**src/rtl/tmlc_pkg.sv**
```systemverilog
`default_nettype none

package tmlc_pkg;

    // Field widths
    localparam int SAMPLE_W = 12;
    localparam int COUNT_W  = 5;
    localparam int EVENT_W  = 2;
    localparam int CFG_IDX_W  = 2;
    localparam int CFG_DATA_W = 12;

    // Default maximum and minimum of the burst length, and the count trimmed
    localparam int TMLC_MAX_SAMPLES = 16;
    localparam int MIN_COUNT        = 3;
    localparam int TRIM_COUNT       = 2;

    // Register reset values
    localparam logic [SAMPLE_W-1:0] HIGH_THRESHOLD_RST = 12'd2048;
    localparam logic [SAMPLE_W-1:0] LOW_THRESHOLD_RST  = 12'd1024;
    localparam logic [SAMPLE_W-1:0] RISE_REFERENCE_RST = 12'd1024;
    localparam logic [COUNT_W-1:0]  SAMPLE_COUNT_RST   = 5'd10;

    typedef enum logic [CFG_IDX_W-1:0] {
        CFG_HIGH_THRESHOLD = 2'd0,
        CFG_LOW_THRESHOLD  = 2'd1,
        CFG_RISE_REFERENCE = 2'd2,
        CFG_SAMPLE_COUNT   = 2'd3
    } cfg_index_t;

    typedef enum logic [EVENT_W-1:0] {
        EV_HOLD = 2'd0,
        EV_RISE = 2'd1,
        EV_FALL = 2'd2
    } light_event_t;

    typedef enum logic [1:0] {
        ST_IDLE,
        ST_DIVIDE,
        ST_REPORT
    } tmlc_state_t;

    typedef struct packed {
        logic [SAMPLE_W-1:0] sample;
        logic                suppress;
    } tmlc_in_t;

    typedef struct packed {
        logic [SAMPLE_W-1:0] average;
        light_event_t        light_event;
        logic                is_bright;
    } tmlc_out_t;

    // Controller to datapath
    typedef struct packed {
        logic accept;
        logic div_step;
        logic publish;
    } tmlc_cmd_t;

    // Datapath to controller
    typedef struct packed {
        logic last_sample;
        logic div_last;
        logic out_busy;
    } tmlc_status_t;

endpackage

`default_nettype wire

```
**src/rtl/tmlc_stream_if.sv**
```systemverilog
`default_nettype none

interface tmlc_stream_if #(
    parameter type payload_t = logic
);
    logic     valid;
    logic     ready;
    payload_t data;

    modport source (output valid, output data, input ready);
    modport sink   (input valid, input data, output ready);
endinterface

`default_nettype wire

```
**src/rtl/tmlc_ctrl.sv**
```systemverilog
`default_nettype none

module tmlc_ctrl
    import tmlc_pkg::*;
(
    input  wire logic         clk,
    input  wire logic         rst_n,
    input  wire logic         in_valid,
    output logic              in_ready,
    input  wire tmlc_status_t status,
    output tmlc_cmd_t         cmd
);

    tmlc_state_t state_reg;
    tmlc_state_t state_next;

    // Hold the state
    always_ff @(posedge clk or negedge rst_n)
    begin
        if (!rst_n)
        begin
            state_reg <= ST_IDLE;
        end
        else
        begin
            state_reg <= state_next;
        end
    end

    // Sequence accumulate, divide and report
    always_comb
    begin
        state_next = state_reg;
        in_ready   = 1'b0;
        cmd        = '0;
        unique case (state_reg)
            ST_IDLE:
            begin
                in_ready = 1'b1;
                if (in_valid)
                begin
                    cmd.accept = 1'b1;
                    if (status.last_sample)
                    begin
                        state_next = ST_DIVIDE;
                    end
                end
            end
            ST_DIVIDE:
            begin
                cmd.div_step = 1'b1;
                if (status.div_last)
                begin
                    state_next = ST_REPORT;
                end
            end
            ST_REPORT:
            begin
                if (!status.out_busy)
                begin
                    cmd.publish = 1'b1;
                    state_next  = ST_IDLE;
                end
            end
            default:
            begin
                state_next = ST_IDLE;
            end
        endcase
    end

endmodule

`default_nettype wire

```
**src/rtl/tmlc_datapath.sv**
```systemverilog
`default_nettype none

module tmlc_datapath
    import tmlc_pkg::*;
#(
    parameter int MAX_SAMPLES = TMLC_MAX_SAMPLES
)
(
    input  wire logic                  clk,
    input  wire logic                  rst_n,
    input  wire tmlc_cmd_t             cmd,
    output tmlc_status_t               status,
    input  wire logic [SAMPLE_W-1:0]   sample,
    input  wire logic                  suppress,
    input  wire logic                  cfg_we,
    input  wire logic [CFG_IDX_W-1:0]  cfg_index,
    input  wire logic [CFG_DATA_W-1:0] cfg_data,
    input  wire logic                  out_ready,
    output logic                       out_valid,
    output tmlc_out_t                  out_word
);

    localparam int NW = $clog2(MAX_SAMPLES + 1);
    localparam int SW = $clog2(MAX_SAMPLES * ((1 << SAMPLE_W) - 1) + 1);
    localparam int DW = $clog2(MAX_SAMPLES - 1);
    localparam int KW = $clog2(SW);
    localparam int CW = (NW > COUNT_W) ? NW : COUNT_W;

    // Configuration registers
    logic [SAMPLE_W-1:0] high_threshold_reg;
    logic [SAMPLE_W-1:0] low_threshold_reg;
    logic [SAMPLE_W-1:0] rise_reference_reg;
    logic [COUNT_W-1:0]  sample_count_reg;

    // Burst accumulators
    logic [SW-1:0]       sum_reg;
    logic [SAMPLE_W-1:0] max_reg;
    logic [SAMPLE_W-1:0] min_reg;
    logic [NW-1:0]       cnt_reg;

    // Classifier state
    logic [SAMPLE_W-1:0] prev_reg;
    light_event_t        event_reg;
    logic                bright_reg;
    logic                suppress_reg;

    // Divider
    logic [SW-1:0]       num_reg;
    logic [DW-1:0]       rem_reg;
    logic [DW-1:0]       divisor_reg;
    logic [KW-1:0]       step_reg;

    // Output word
    logic                out_valid_reg;
    tmlc_out_t           out_reg;

    logic [SW-1:0]       sum_next;
    logic [SAMPLE_W-1:0] max_next;
    logic [SAMPLE_W-1:0] min_next;
    logic [NW-1:0]       cnt_next;
    logic [SW-1:0]       trimmed;
    logic [CW-1:0]       count_ext;
    logic [CW-1:0]       count_sel;
    logic [NW-1:0]       count_eff;
    logic [NW-1:0]       divisor_full;
    logic                last_sample;
    logic [DW:0]         partial;
    logic [DW:0]         partial_diff;
    logic                quot_bit;
    logic [SAMPLE_W-1:0] mean;
    light_event_t        event_next;
    logic                bright_next;

    // Clamp the burst length into its legal range
    always_comb
    begin
        count_ext = CW'(sample_count_reg);
        if (count_ext < CW'(MIN_COUNT))
        begin
            count_sel = CW'(MIN_COUNT);
        end
        else if (count_ext > CW'(MAX_SAMPLES))
        begin
            count_sel = CW'(MAX_SAMPLES);
        end
        else
        begin
            count_sel = count_ext;
        end
        count_eff    = count_sel[NW-1:0];
        divisor_full = count_eff - NW'(TRIM_COUNT);
    end

    // Fold the new sample into the burst
    always_comb
    begin
        sum_next    = sum_reg + SW'(sample);
        max_next    = (sample > max_reg) ? sample : max_reg;
        min_next    = (sample < min_reg) ? sample : min_reg;
        cnt_next    = cnt_reg + NW'(1);
        last_sample = (cnt_next >= count_eff);
        trimmed     = sum_next - SW'(max_next) - SW'(min_next);
    end

    // One restoring division step
    always_comb
    begin
        partial      = {rem_reg, num_reg[SW-1]};
        partial_diff = partial - {1'b0, divisor_reg};
        quot_bit     = (partial >= {1'b0, divisor_reg});
    end

    // Classify the mean with hysteresis
    always_comb
    begin
        mean        = num_reg[SAMPLE_W-1:0];
        event_next  = event_reg;
        bright_next = bright_reg;
        if (mean > high_threshold_reg)
        begin
            bright_next = 1'b1;
            event_next  = (prev_reg <= rise_reference_reg) ? EV_RISE : EV_HOLD;
        end
        else if (mean < low_threshold_reg)
        begin
            bright_next = 1'b0;
            event_next  = (prev_reg >= high_threshold_reg) ? EV_FALL : EV_HOLD;
        end
        if (suppress_reg)
        begin
            event_next = EV_HOLD;
        end
    end

    // Take register writes
    always_ff @(posedge clk or negedge rst_n)
    begin
        if (!rst_n)
        begin
            high_threshold_reg <= HIGH_THRESHOLD_RST;
            low_threshold_reg  <= LOW_THRESHOLD_RST;
            rise_reference_reg <= RISE_REFERENCE_RST;
            sample_count_reg   <= SAMPLE_COUNT_RST;
        end
        else if (cfg_we)
        begin
            unique case (cfg_index_t'(cfg_index))
                CFG_HIGH_THRESHOLD: high_threshold_reg <= cfg_data[SAMPLE_W-1:0];
                CFG_LOW_THRESHOLD:  low_threshold_reg  <= cfg_data[SAMPLE_W-1:0];
                CFG_RISE_REFERENCE: rise_reference_reg <= cfg_data[SAMPLE_W-1:0];
                CFG_SAMPLE_COUNT:   sample_count_reg   <= cfg_data[COUNT_W-1:0];
                default:            sample_count_reg   <= sample_count_reg;
            endcase
        end
    end

    // Accumulate; clear at the end of a burst
    always_ff @(posedge clk or negedge rst_n)
    begin
        if (!rst_n)
        begin
            sum_reg <= '0;
            max_reg <= '0;
            min_reg <= '1;
            cnt_reg <= '0;
        end
        else if (cmd.accept)
        begin
            if (last_sample)
            begin
                sum_reg <= '0;
                max_reg <= '0;
                min_reg <= '1;
                cnt_reg <= '0;
            end
            else
            begin
                sum_reg <= sum_next;
                max_reg <= max_next;
                min_reg <= min_next;
                cnt_reg <= cnt_next;
            end
        end
    end

    // Load and advance the divider
    always_ff @(posedge clk)
    begin
        if (cmd.accept && last_sample)
        begin
            num_reg      <= trimmed;
            rem_reg      <= '0;
            divisor_reg  <= divisor_full[DW-1:0];
            suppress_reg <= suppress;
        end
        else if (cmd.div_step)
        begin
            num_reg <= {num_reg[SW-2:0], quot_bit};
            rem_reg <= quot_bit ? partial_diff[DW-1:0] : partial[DW-1:0];
        end
    end

    // Count division steps
    always_ff @(posedge clk or negedge rst_n)
    begin
        if (!rst_n)
        begin
            step_reg <= '0;
        end
        else if (cmd.accept && last_sample)
        begin
            step_reg <= '0;
        end
        else if (cmd.div_step)
        begin
            step_reg <= step_reg + KW'(1);
        end
    end

    // Update classifier state on publish
    always_ff @(posedge clk or negedge rst_n)
    begin
        if (!rst_n)
        begin
            prev_reg   <= '0;
            event_reg  <= EV_HOLD;
            bright_reg <= 1'b0;
        end
        else if (cmd.publish)
        begin
            prev_reg   <= mean;
            event_reg  <= event_next;
            bright_reg <= bright_next;
        end
    end

    // Hold the result word until it is taken
    always_ff @(posedge clk or negedge rst_n)
    begin
        if (!rst_n)
        begin
            out_valid_reg <= 1'b0;
        end
        else if (cmd.publish)
        begin
            out_valid_reg <= 1'b1;
        end
        else if (out_ready)
        begin
            out_valid_reg <= 1'b0;
        end
    end

    always_ff @(posedge clk)
    begin
        if (cmd.publish)
        begin
            out_reg.average     <= mean;
            out_reg.light_event <= event_next;
            out_reg.is_bright   <= bright_next;
        end
    end

    assign out_valid          = out_valid_reg;
    assign out_word           = out_reg;
    assign status.last_sample = last_sample;
    assign status.div_last    = (step_reg == KW'(SW - 1));
    assign status.out_busy    = out_valid_reg && !out_ready;

endmodule

`default_nettype wire

```
**src/rtl/trimmed_mean_light_classifier.sv**
```systemverilog
`default_nettype none

// Trimmed-mean light classifier. Light samples arrive as words on the
// reading channel; after sample_count of them (clamped to 3..MAX_SAMPLES)
// the block drops the largest and smallest, averages the rest and
// classifies the mean against the high and low thresholds with hysteresis,
// giving one word on the report channel (mean, event, bright flag). A
// sample that does not end a burst is taken in the idle state, so samples may
// stream back to back. The final sample starts a bit-serial restoring
// divider that works through each bit of the running sum, then the block
// publishes the report. The reading channel is not ready while dividing,
// nor while a finished report still waits to be taken and the next one is
// ready to go out. Registers are written through cfg_we, cfg_index and
// cfg_data; the user must write them between bursts, as the block does
// not enforce it.
module trimmed_mean_light_classifier
    import tmlc_pkg::*;
#(
    parameter int MAX_SAMPLES = TMLC_MAX_SAMPLES
)
(
    input  wire logic                  clk,
    input  wire logic                  rst_n,
    tmlc_stream_if.sink                reading,
    tmlc_stream_if.source              report,
    input  wire logic                  cfg_we,
    input  wire logic [CFG_IDX_W-1:0]  cfg_index,
    input  wire logic [CFG_DATA_W-1:0] cfg_data
);

    tmlc_cmd_t    cmd;
    tmlc_status_t status;
    tmlc_in_t     in_word;
    tmlc_out_t    out_word;
    logic         in_ready;
    logic         out_valid;

    assign in_word       = reading.data;
    assign reading.ready = in_ready;
    assign report.valid  = out_valid;
    assign report.data   = out_word;

    tmlc_ctrl u_ctrl (
        .clk      (clk),
        .rst_n    (rst_n),
        .in_valid (reading.valid),
        .in_ready (in_ready),
        .status   (status),
        .cmd      (cmd)
    );

    tmlc_datapath #(
        .MAX_SAMPLES (MAX_SAMPLES)
    ) u_datapath (
        .clk       (clk),
        .rst_n     (rst_n),
        .cmd       (cmd),
        .status    (status),
        .sample    (in_word.sample),
        .suppress  (in_word.suppress),
        .cfg_we    (cfg_we),
        .cfg_index (cfg_index),
        .cfg_data  (cfg_data),
        .out_ready (report.ready),
        .out_valid (out_valid),
        .out_word  (out_word)
    );

endmodule

`default_nettype wire

```
**src/flat_wrapper.sv**
```systemverilog
// flat-port wrapper written by rule: the top's interface ports become plain ports
module trimmed_mean_light_classifier_flat import tmlc_pkg::*;
#(
    parameter int MAX_SAMPLES = TMLC_MAX_SAMPLES
)
  (clk, rst_n, cfg_we, cfg_index, cfg_data, reading_valid, reading_data, reading_ready, report_valid, report_data, report_ready);
  tmlc_stream_if #(.payload_t(tmlc_in_t)) reading_i ();
  tmlc_stream_if #(.payload_t(tmlc_out_t)) report_i ();
  input  wire logic clk;
  input  wire logic rst_n;
  input  wire logic cfg_we;
  input  wire logic [CFG_IDX_W-1:0] cfg_index;
  input  wire logic [CFG_DATA_W-1:0] cfg_data;
  input wire logic [$bits(reading_i.valid)-1:0] reading_valid;
  input wire logic [$bits(reading_i.data)-1:0] reading_data;
  output wire logic [$bits(reading_i.ready)-1:0] reading_ready;
  output wire logic [$bits(report_i.valid)-1:0] report_valid;
  output wire logic [$bits(report_i.data)-1:0] report_data;
  input wire logic [$bits(report_i.ready)-1:0] report_ready;
  assign reading_i.valid = reading_valid;
  assign reading_i.data = reading_data;
  assign reading_ready = reading_i.ready;
  assign report_valid = report_i.valid;
  assign report_data = report_i.data;
  assign report_i.ready = report_ready;
  trimmed_mean_light_classifier #(.MAX_SAMPLES(MAX_SAMPLES)) u_core (.clk(clk), .rst_n(rst_n), .reading(reading_i), .report(report_i), .cfg_we(cfg_we), .cfg_index(cfg_index), .cfg_data(cfg_data));
endmodule
```
**config.mk**
```make
export PLATFORM = sky130hd
export DESIGN_NAME = trimmed_mean_light_classifier_flat
export DESIGN_NICKNAME = d
export VERILOG_FILES = /design/src/rtl/tmlc_pkg.sv /design/src/rtl/tmlc_stream_if.sv /design/src/rtl/tmlc_ctrl.sv /design/src/rtl/tmlc_datapath.sv /design/src/rtl/trimmed_mean_light_classifier.sv /design/src/flat_wrapper.sv
export SDC_FILE = /design/constraint.sdc
export NUM_CORES = 1
export LEC_CHECK = 0
export BUFFER_PORTS_ARGS = -buffer_cell sky130_fd_sc_hd__clkbuf_2
export CORE_MARGIN = 2
export CORE_UTILIZATION = 60
export DETAILED_ROUTE_END_ITERATION = 10
export PLACE_DENSITY = 0.87
export SYNTH_ARGS = -nofsm -noshare
export SYNTH_HDL_FRONTEND = slang
export SYNTH_SLANG_ARGS = --single-unit
```
**constraint.sdc**
```tcl
create_clock -name clk -period 6.5 [get_ports clk]
set_input_delay 0.325 -clock clk [delete_from_list [all_inputs] [get_ports clk]]
set_output_delay 0.325 -clock clk [all_outputs]
set_load 0.01 [all_outputs]
```
# After elaboration in Yosys (flattened, before gate mapping)
# Index checks and enable logic that the tools add are counted.
[op_classes]
add_sub_neg = 7
order_cmp = 10
eq_ne = 10
mux = 33
n_reduce_logical = 12
[ops]
columns = ["operator", "n"]
rows = [
  ["$mux 12", 4],
  ["$mux 16", 3],
  ["$sub 16x12->16", 2],
  ["$gt 12x12->1", 2],
  ["$lt 12x12->1", 2],
  ["$add 16x12->16", 1],
  ["$mux 2", 8],
  ["$mux 5", 3],
  ["$ge 12x12->1", 1],
  ["$le 12x12->1", 1],
  ["$mux 4", 3],
  ["$mux 1", 11],
  ["$reduce_and 2->1", 4],
  ["$eq 2x2->1 const B", 3],
  ["$ne 2x2->1 const B", 3],
  ["$pmux 2 s3", 1],
  ["$add 5x1->5 const B", 1],
  ["$ge 5x4->1", 1],
  ["$ge 5x5->1", 1],
  ["$gt 5x5->1 const B", 1],
  ["$lt 5x2->1 const B", 1],
  ["$add 4x1->4 const B", 1],
  ["$eq 2x1->1 const B", 2],
  ["$eq 4x4->1 const B", 1],
  ["8 further kinds", 11],
]
[totals]
regBits = 148
output_inout_bits = 17
wordCells = 93

# Depth between registers and ports, before layout
# Gate-level depths: netlist of run 1.
[depth]
depth_word = 7
ltp_mapped = 22
depth_no_buf = 21

# Cells and area by module
# From an unflattened synthesis of run 1, not the netlist that was laid out.
[unflattened]
cells_unflattened = 888
area_unflattened_um2 = 9302.7
[modules_own_cells]
columns = ["module", "instances", "cells_per_inst", "area_per_inst_um2"]
rows = [
  ["tmlc_datapath", 1, 878, 9191.3],
  ["tmlc_ctrl", 1, 10, 111.4],
]

# Worst setup path before layout of run 1
# Ideal clock, no wire load.
[synth_path]
kind = "reg2reg"
from = "register u_core.u_datapath.min_reg[9]"
to = "register u_core.u_datapath.num_reg[14], data pin"
arrival_time_ns = 4.273
t_required_ns = 6.242
path_slack_ns = 1.969
path_stages_with_launch = 20
n_path_buf = 1
synth_period_minus_slack_ns = 4.531
cell_sequence = "dfstp_2 inv_1 ha_1 or4_1 a21oi_1 o21ai_1 a31oi_2 clkbuf_1 o21ai_0 fa_1 inv_1 ha_1 nor2b_1 o2111a_1 a211oi_1 a21oi_1 a21oi_1 o2111ai_1 xnor2_1 o21ai_1"
[synth_via]
elab_chain_cells = 4
[synth_rtl]
columns = ["item", "line", "text"]
rows = [
  ["from (decl)", "tmlc_datapath.sv:38", "logic [SAMPLE_W-1:0] min_reg;"],
  ["from (signal assigned)", "tmlc_datapath.sv:180", "min_reg <= min_next;"],
  ["$lt 12x12->1", "tmlc_datapath.sv:99", "min_next = (sample < min_reg) ? sample : min_reg;"],
  ["$mux 12 (*)", "tmlc_datapath.sv:99", ""],
  ["$sub 16x12->16 (*)", "tmlc_datapath.sv:102", "trimmed = sum_next - SW'(max_next) - SW'(min_next);"],
  ["$mux 16 (*)", "tmlc_datapath.sv:189", "if (cmd.accept && last_sample)"],
  ["to (signal assigned)", "tmlc_datapath.sv:191", "num_reg <= trimmed;"],
  ["to (signal assigned)", "tmlc_datapath.sv:198", "num_reg <= {num_reg[SW-2:0], quot_bit};"],
  ["to (decl)", "tmlc_datapath.sv:48", "logic [SW-1:0] num_reg;"],
]
# Mark *: on every way between the ends. The rest lies on a longest branch, timed or not.
# A chain may end at the register's enable or synchronous reset.

# Worst setup path after layout of run 1
[layout_path]
from = "register u_core.u_datapath.min_reg[9]"
to = "register u_core.u_datapath.num_reg[15], data pin"
# Same word-level chain as after synthesis.

==> reports/results.tsv, run 1 <==
metric	value	unit
status	finished, final reports clean	
Rows	45	
CP startpoint	u_core.u_datapath.min_reg[9]$_DFFE_PN1P_	
most frequent cells in the layout	125 x nand2_1, 107 x ha_1, 98 x inv_1	
Net Count, Synth	1092	
met2 WL post-DR	10600	um
M1 wire length	8720	um
CTS tree	yes	
CTS clk-pin slew, worst paths	60	ps
max-slew violation count	0	
FF-to-FF Start	u_core.u_datapath.min_reg[9]$_DFFE_PN1P_	
CP max stage delay	530	ps
first-pass GRT wire length	35100	um
DR vias	7100	
P&R area growth vs syn	11.0	%
most common cell after layout, fill and taps aside	nand2_1	
Pleak	5.10	nW
Max-cap violations	0	
hold slack	82.9	ps
Cell Pwr Density	598	nW/um^2
layout cell share with drive strength beyond 1	15.4	%
maximum fanout along the worst path	14	
diode count	0	
die area	16600	sq um
Worst Path Required	6640	ps
slowest stage cell, crit path	dfstp_2	
DRC	0	
critical path class	reg2reg	
Synth Register Bits	148	
Max Freq	0.197	GHz
Initial Utilization	61.5	%
number of library cell types mapped by synthesis	62	
Clock Tree Buf Depth	2	
clk root buf	clkbuf_16	
reg2reg setup slack	1420	ps
endpoints failing hold	0	
vias per inst	5.88	
Resized cells post-CTS	0	
initial antenna violation count	0	
Placed Area	9810	sq um
Synth Instances	939	
total grt overflow	0	
crit end category	register	
Top FF cell, synth	dfrtp_1	
unrepaired setup endpoints after global routing	false	
fin cells	1207	
cell family with most CP delay	compound AO/OA/AOI/OAI gates	
syn avg cell area	9.99	sq um
post-route cell area	10400	sq um
R2R depth	18	
Critical Path AT	5230	ps
die width	129	um
nets@finish	1136	
hold buffers post-CTS	1	
Clock Skew	10.4	ps
Slew HR	33.5	%
Critical Path Sink	u_core.u_datapath.num_reg[15]$_DFFE_PP_	
Die Ht	129	um
met3 routed WL	1040	um
Synth async-reset ratio	73.0	%
area of the multi-input gates	5020	sq um
Worst Path Buf+Inv	2	
Post-synth EDFFs	36	
CP Cell Sequence	inv_1 > ha_1 > or4_1 > a21oi_1 > o21ai_1 > a31oi_2 > mux2_2 > fa_1 > inv_1 > ha_1 > nor2b_1 > o31ai_1 > a21oi_1 > a31oi_1 > o21ai_0 > and3b_1 > and3_1 > o31ai_2	
core area	15300	sq um
WL final	20900	um
worst vdd ir	362	uV
Setup crit start kind	register	
min cycle time layout	5080	ps
mapped cell area	9380	sq um
top layer in use	met4	
wire length per cell	17.3	um
Final ANT Viol Nets	0	
Worst Hold Class	in2reg	
Tot GR Track Use	27.0	%
YS warnings	0	
Skew-Pair Late Insertion Delay	430	ps
dpl hpwl	15100	um
register area	3880	sq um
Cells after DPL	1174	
setup TNS	0	ps
total CTS buffers	17	
sequential share of the synthesized area	41.4	%
actual slew at the worst max-slew pin	996	ps
vias in the first global route	7324	
Crit. path cell count	18	
H-tree levels	4	
# Post-CTS Setup Buffers	0	
number of clock sinks	148	
Tcrit/Tclk final	78.2	%
PortBufs	48	
DRT iter0 DRCs	472	
placer's final routability congestion estimate	0.899	
largest net degree at the start of global routing	58	
FF-to-FF End	u_core.u_datapath.num_reg[15]$_DFFE_PP_	
setup violators final	0	
I/O pin count	49	
DRT Pass-1 Iters	5	
Fillers	1126	
worst reg2reg max path: stages, from the launching register on:
cell and delay [ps]:
dfstp_2 530, inv_1 50, ha_1 200, or4_1 520, a21oi_1 130, o21ai_1 90, a31oi_2 500, mux2_2 430
fa_1 440, inv_1 80, ha_1 210, nor2b_1 140, o31ai_1 380, a21oi_1 180, a31oi_1 290, o21ai_0 180
and3b_1 250, and3_1 170, o31ai_2 60
routing by layer:
| layer | GRT usage (%) | up-vias |
|---|---|---|
| li1 | - | 3399 |
| met1 | 32.6 | 3446 |
| met2 | 47.1 | 207 |
| met3 | 5.45 | 48 |
| met4 | 11.6 | 0 |
| met5 | 0 | - |
per-stage QoR:
stage,worst slack [ps],util (%),power (mW)
final,1420,68.2,6.23
after global routing,1130,68.2,6.76
after CTS,1480,68.2,6.19
after detailed placement,1400,64.3,5.16
after global placement,1470,64.3,5.01
after floorplan,1970,-,4.31
synth_stat cells (all sizes together), types with 2 or more instances:
master / count / area [sq um]
o21ai: 85 / 429
nand3b: 2 / 15.0
o22a: 12 / 105
mux2i: 3 / 30.0
a211oi: 5 / 37.5
xor2: 14 / 130
mux2: 40 / 450
o21a: 8 / 60.1
fa: 14 / 280
a21o: 37 / 278
nor2b: 10 / 70.1
a22o: 14 / 123
dfrtp: 91 / 2280
o31ai: 15 / 128
clkbuf: 18 / 67.6
o221ai: 2 / 17.5
inv: 98 / 368
xnor2: 13 / 114
and2: 2 / 12.5
nor3: 5 / 25.0
nor2: 26 / 100
dfstp: 17 / 447
buf: 10 / 47.6
a21oi: 48 / 252
o211ai: 2 / 15.0
nand4: 13 / 81.3
and4: 3 / 26.3
nand2: 125 / 469
nand2b: 16 / 100
a31o: 2 / 17.5
and3: 3 / 18.8
edfxtp: 36 / 1080
dfxtp: 4 / 80.1
a31oi: 4 / 31.3
ha: 107 / 1340
nand3: 18 / 90.1
layout make-up:
| class | instances | area share, % |
|---|---|---|
| clock buffer | 22 | 4.46 |
| clock inverter | 10 | 1.21 |
| inverter | 98 | 3.53 |
| multi-input combinational | 665 | 48.2 |
| sequential | 148 | 37.3 |
| tap | 211 | 2.54 |
| timing repair buffer | 53 | 2.72 |
worst min path at each step:
stage                     from                                                  end  slack, ps  depth (start not counted)
2_1_floorplan            rst_n               u_core.u_ctrl.state_reg[0]$_DFFE_PN0P_         30                          0
6_report       reading_data[0]             u_core.u_datapath.suppress_reg$_DFFE_PP_         80                          1
3_3_place_gp             rst_n  u_core.u_datapath.high_threshold_reg[6]$_DFFE_PN0P_        390                          1
5_1_grt        reading_data[0]             u_core.u_datapath.suppress_reg$_DFFE_PP_         70                          1
3_5_place_dp             rst_n  u_core.u_datapath.high_threshold_reg[6]$_DFFE_PN0P_        400                          1
4_1_cts        reading_data[0]             u_core.u_datapath.suppress_reg$_DFFE_PP_         70                          1
power breakdown:
part	total (mW)	switching [mW]	internal [mW]
registers	1.58	0.253	1.32
clock network	0.982	0.392	0.590
logic	3.67	2.09	1.57
cells by family (layout without fill, tap and decap cells):
logic type               count (synthesis)  count (layout)  share of synthesized area [%]
adder cells (fa/ha/maj)                121             121                           17.3
multiplexers                            43              43                           5.12
AND/OR/NAND/NOR                        228             228                           11.2
XOR/XNOR                                27              27                           2.60
buffers and inverters                  126             183                           5.15
flip-flops                             148             148                           41.4
AO/OA/AOI/OAI                          246             246                           17.3
No activity file was read; power rests on OpenSTA's default activity.
==> run 2, diff against run 1 <==
==> constraint.sdc (replaced) <==
create_clock -name clk -period 4.7 [get_ports clk]
set_input_delay 0.235 -clock clk [delete_from_list [all_inputs] [get_ports clk]]
set_output_delay 0.235 -clock clk [all_outputs]
set_load 0.01 [all_outputs]
==> run 2 against run 1 <==
Maximum frequency is 11% higher. Clock-buffer cell count down 1. Sequential cell count did not move. Via count rose by 1.6%. Sequential share of layout area down 0.73 points. Critical path depth grew 1. Die area unchanged. Cell area is 2.0% higher. Final cell count rose by 1.3%. Non-clock buffer count grew 16. Setup slack got worse by 1300 ps. Register-to-register slack worse by 1300 ps.
==> reports/results.tsv, run 2 (synthesized netlist as in run 1, its figures left out) <==
metric	value	unit
nets@finish	1152	
most frequent cells in the layout	124 x nand2_1, 106 x ha_1, 98 x inv_1	
max-slew violation count	0	
die width	129	um
setup violators final	0	
largest net degree at the start of global routing	69	
Fillers	1055	
I/O pin count	49	
register area	3880	sq um
endpoints failing hold	0	
vias per inst	5.90	
wire length per cell	18.1	um
first-pass GRT wire length	35200	um
most common cell after layout, fill and taps aside	nand2_1	
Worst Path Required	4860	ps
die area	16600	sq um
number of clock sinks	148	
maximum fanout along the worst path	5	
Max-cap violations	0	
initial antenna violation count	0	
DRC	0	
total CTS buffers	17	
H-tree levels	4	
dpl hpwl	15600	um
actual slew at the worst max-slew pin	964	ps
Die Ht	129	um
clk root buf	clkbuf_16	
status	finished, final reports clean	
slowest stage cell, crit path	fa_1	
DRT Pass-1 Iters	5	
core area	15300	sq um
Skew-Pair Late Insertion Delay	440	ps
Final ANT Viol Nets	0	
placer's final routability congestion estimate	0.885	
Setup crit start kind	register	
Clock Tree Buf Depth	2	
layout cell share with drive strength beyond 1	18.3	%
Worst Hold Class	in2reg	
min cycle time layout	4580	ps
WL final	22200	um
DR vias	7211	
hold slack	32.6	ps
Tcrit/Tclk final	97.5	%
CTS tree	yes	
Critical Path AT	4750	ps
area of the multi-input gates	5090	sq um
P&R area growth vs syn	13.2	%
vias in the first global route	7213	
CP Cell Sequence	inv_1 > ha_1 > or4_1 > a21oi_1 > o21ai_1 > a31oi_2 > buf_2 > o21ai_0 > fa_1 > inv_1 > ha_1 > a21o_1 > a211oi_2 > buf_4 > a21oi_2 > o21a_1 > nor2_1 > xor2_1 > o21ai_0	
Rows	45	
DRT iter0 DRCs	477	
diode count	0	
total grt overflow	0	
Clock Skew	14.8	ps
CTS clk-pin slew, worst paths	60	ps
crit end category	register	
critical path class	reg2reg	
Max Freq	0.218	GHz
Slew HR	35.7	%
CP max stage delay	540	ps
Tot GR Track Use	27.4	%
Initial Utilization	61.5	%
PortBufs	48	
## run 2: cell types whose count changed in the layout (fill, tap and decap cells not counted), sizes merged
cell | before | now
buf | 5 | 20
dlygate4sd3 | 1 | 2
inv | 99 | 101
clkbuf | 69 | 68
clkinv | 5 | 4
## run 2: layer usage
layer / vias to the layer above / track usage [%] / routed length [um]
met4: 0 / 11.7 / 731
met1: 3485 / 33.5 / 9320
li1: 3430 / - / -
met2: 236 / 47.7 / 11200
met3: 60 / 5.16 / 980
met5: - / 0 / 0
## run 2: final timing paths
path	startpoint	endpoint	cells past startpoint	slack, ps
worst max-delay path	u_core.u_datapath.min_reg[9]$_DFFE_PN1P_	u_core.u_datapath.num_reg[10]$_DFFE_PP_	19	120
worst min-delay path	cfg_data[11]	u_core.u_datapath.high_threshold_reg[11]$_DFFE_PN1P_	3	30
worst max register to register	u_core.u_datapath.min_reg[9]$_DFFE_PN1P_	u_core.u_datapath.num_reg[10]$_DFFE_PP_	19	120
worst min register to register	u_core.u_datapath.rem_reg[3]$_SDFFE_PP0P_	u_core.u_datapath.rem_reg[3]$_SDFFE_PP0P_	2	470
max in group asynchronous	rst_n	u_core.u_datapath.min_reg[8]$_DFFE_PN1P_	3	3140
min in group asynchronous	rst_n	u_core.u_datapath.high_threshold_reg[7]$_DFFE_PN0P_	2	470
## run 2: worst max-delay path, delay by kind of cell (launching register included)
family                     cells  cell delay [ps]
DFF                            1              530
adders and majority gates      3             1120
and+or+nand+nor                2              620
AOI/OAI and AO/OA              9             1400
xor gates and xnor gates       1              150
buffers and inverters          4              460
## run 2: layout make-up
type	count	area share (%)
multi-input combinational	665	48.0
sequential	148	36.6
clock buffer	21	4.44
timing repair buffer	69	3.90
inverter	98	3.47
tap	211	2.49
clock inverter	11	1.14
## run 2: per-stage QoR
stage | area [sq um] | std cells | setup WS, ps | setup TNS [ps] | util (%)
floorplan | 9380 | 939 | 169 | 0 | -
global placement | 9890 | 1185 | 137 | 0 | 64.8
detailed placement | 9890 | 1185 | -1.48 | -1.48 | 64.8
CTS | 10500 | 1220 | 25.2 | 0 | 68.9
global route | 10600 | 1223 | -26.2 | -61.3 | 69.6
finish | 10600 | 1223 | 118 | 0 | 69.6
## run 2: what timing repair did
item                                    4_1_cts  5_1_grt
hold buffers                                  2        0
gates cloned                                  0        1
endpoints found under the setup margin        1        6
resized for setup                             0       21
buffers inserted                              1        2
pin swaps                                     1        8
hold endpoints to repair                     63        0
Power of run 2 is not shown: default switching activity piles up to over one toggle a cycle in this logic, so the estimate is an artifact.
==> run 3, diff against run 2 <==
--- a/config.mk
+++ b/config.mk
@@ -9,6 +9,7 @@
 export CORE_MARGIN = 2
 export CORE_UTILIZATION = 60
 export DETAILED_ROUTE_END_ITERATION = 10
+export MAX_ROUTING_LAYER = met4
 export PLACE_DENSITY = 0.87
 export SYNTH_ARGS = -nofsm -noshare
 export SYNTH_HDL_FRONTEND = slang
==> run 3 against run 2 <==
Maximum frequency is 0.46% lower. Utilization stayed put. Worst hold slack better by 2.5 ps. Register-to-register slack worse by 20 ps. Sequential cell count stayed put. Via count is 0.33% higher. Setup slack worse by 21 ps. Critical endpoint unchanged. Final cell count stayed put.
==> reports/results.tsv, run 3 (synthesized netlist as in run 1, its figures left out) <==
metric	value	unit
PortBufs	48	
maximum fanout along the worst path	5	
met3 routed WL	913	um
DRT Pass-1 Iters	5	
core area	15300	sq um
Rows	45	
most common cell after layout, fill and taps aside	nand2_1	
dpl hpwl	15600	um
Critical Path AT	4760	ps
nets@finish	1152	
H-tree levels	4	
Tcrit/Tclk final	97.9	%
placer's final routability congestion estimate	0.900	
Setup crit start kind	register	
Cells after DPL	1185	
vias in the first global route	7211	
Skew-Pair Late Insertion Delay	440	ps
largest net degree at the start of global routing	69	
setup TNS	0	ps
Slew HR	35.0	%
total CTS buffers	17	
DRT iter0 DRCs	463	
number of clock sinks	148	
initial antenna violation count	0	
CTS clk-pin slew, worst paths	60	ps
fin cells	1223	
die width	129	um
crit end category	register	
met2 WL post-DR	11300	um
Worst Path Required	4860	ps
top layer in use	met4	
hold slack	35.1	ps
DRC	0	
Worst Hold Class	in2reg	
DR vias	7235	
setup violators final	0	
M1 wire length	9260	um
actual slew at the worst max-slew pin	975	ps
Tot GR Track Use	28.2	%
first-pass GRT wire length	35300	um
max-slew violation count	0	
WL final	22200	um
Initial Utilization	61.5	%
vias per inst	5.92	
Clock Skew	14.5	ps
Clock Tree Buf Depth	2	
status	finished, final reports clean	
most frequent cells in the layout	124 x nand2_1, 106 x ha_1, 98 x inv_1	
Max Freq	0.217	GHz
min cycle time layout	4600	ps
Final ANT Viol Nets	0	
diode count	0	
endpoints failing hold	0	
layout cell share with drive strength beyond 1	18.3	%
P&R area growth vs syn	13.2	%
Max-cap violations	0	
final core utilization	69.6	%
clk root buf	clkbuf_16	
Die Ht	129	um
total grt overflow	0	
critical path class	reg2reg	
CTS tree	yes	
wire length per cell	18.1	um
die area	16600	sq um
I/O pin count	49	
## run 3: cell counts in the layout (fill, tap and decap cells not counted)
No cell type changed its count.
## run 3: layout make-up
| type | count | area, sq um |
|---|---|---|
| multi-input cells | 665 | 5090 |
| well taps | 211 | 264 |
| fillers | 1055 | 4640 |
| clock buffers | 21 | 472 |
| clock inverters | 11 | 121 |
| inverters | 98 | 368 |
| repair buffers | 69 | 414 |
| flip-flops and latches | 148 | 3880 |
## run 3: timing repair
item | CTS | global route
buffers inserted | 1 | 2
gates cloned | 0 | 1
pin swaps | 1 | 8
endpoints found under the setup margin | 1 | 6
hold endpoints to repair | 63 | 0
hold buffers | 2 | 0
resized for setup | 0 | 21
## run 3: path summary, 6_finish.rpt
kind,slack (ps),cells past startpoint,to,startpoint
hold reg to reg,470,2,u_core.u_datapath.rem_reg[3]$_SDFFE_PP0P_,u_core.u_datapath.rem_reg[3]$_SDFFE_PP0P_
setup / recovery,100,19,u_core.u_datapath.num_reg[10]$_DFFE_PP_,u_core.u_datapath.min_reg[9]$_DFFE_PN1P_
min in group asynchronous,480,2,u_core.u_datapath.rise_reference_reg[7]$_DFFE_PN0P_,rst_n
hold / removal,40,3,u_core.u_datapath.high_threshold_reg[11]$_DFFE_PN1P_,cfg_data[11]
max in group asynchronous,3130,3,u_core.u_datapath.min_reg[8]$_DFFE_PN1P_,rst_n
setup reg to reg,100,19,u_core.u_datapath.num_reg[10]$_DFFE_PP_,u_core.u_datapath.min_reg[9]$_DFFE_PN1P_
## run 3: worst max-delay path, stage by stage, from the launching register on
cell and delay [ps]:
dfstp_2 530, inv_1 50, ha_1 200, or4_1 510
a21oi_1 130, o21ai_1 90, a31oi_2 170, buf_2 180
o21ai_0 140, fa_1 550, inv_1 60, ha_1 380
a21o_1 240, a211oi_2 310, buf_4 180, a21oi_2 60
o21a_1 180, nor2_1 110, xor2_1 150, o21ai_0 100
## run 3: routing by layer
metal  track usage, %  vias to the layer above
li1                 -                     3428
met5                -                        -
met3             5.04                       69
met4             12.1                        0
met2             47.8                      235
met1             33.3                     3503
## run 3: through the flow
step | area, sq um | setup WS, ps
6_report | 10600 | 97.4
5_1_grt | 10600 | -26.1
4_1_cts | 10500 | 25.2
3_5_place_dp | 9890 | -1.48
3_3_place_gp | 9890 | 137
2_1_floorplan | 9380 | 169
Power of run 3 is left out for the same reason.
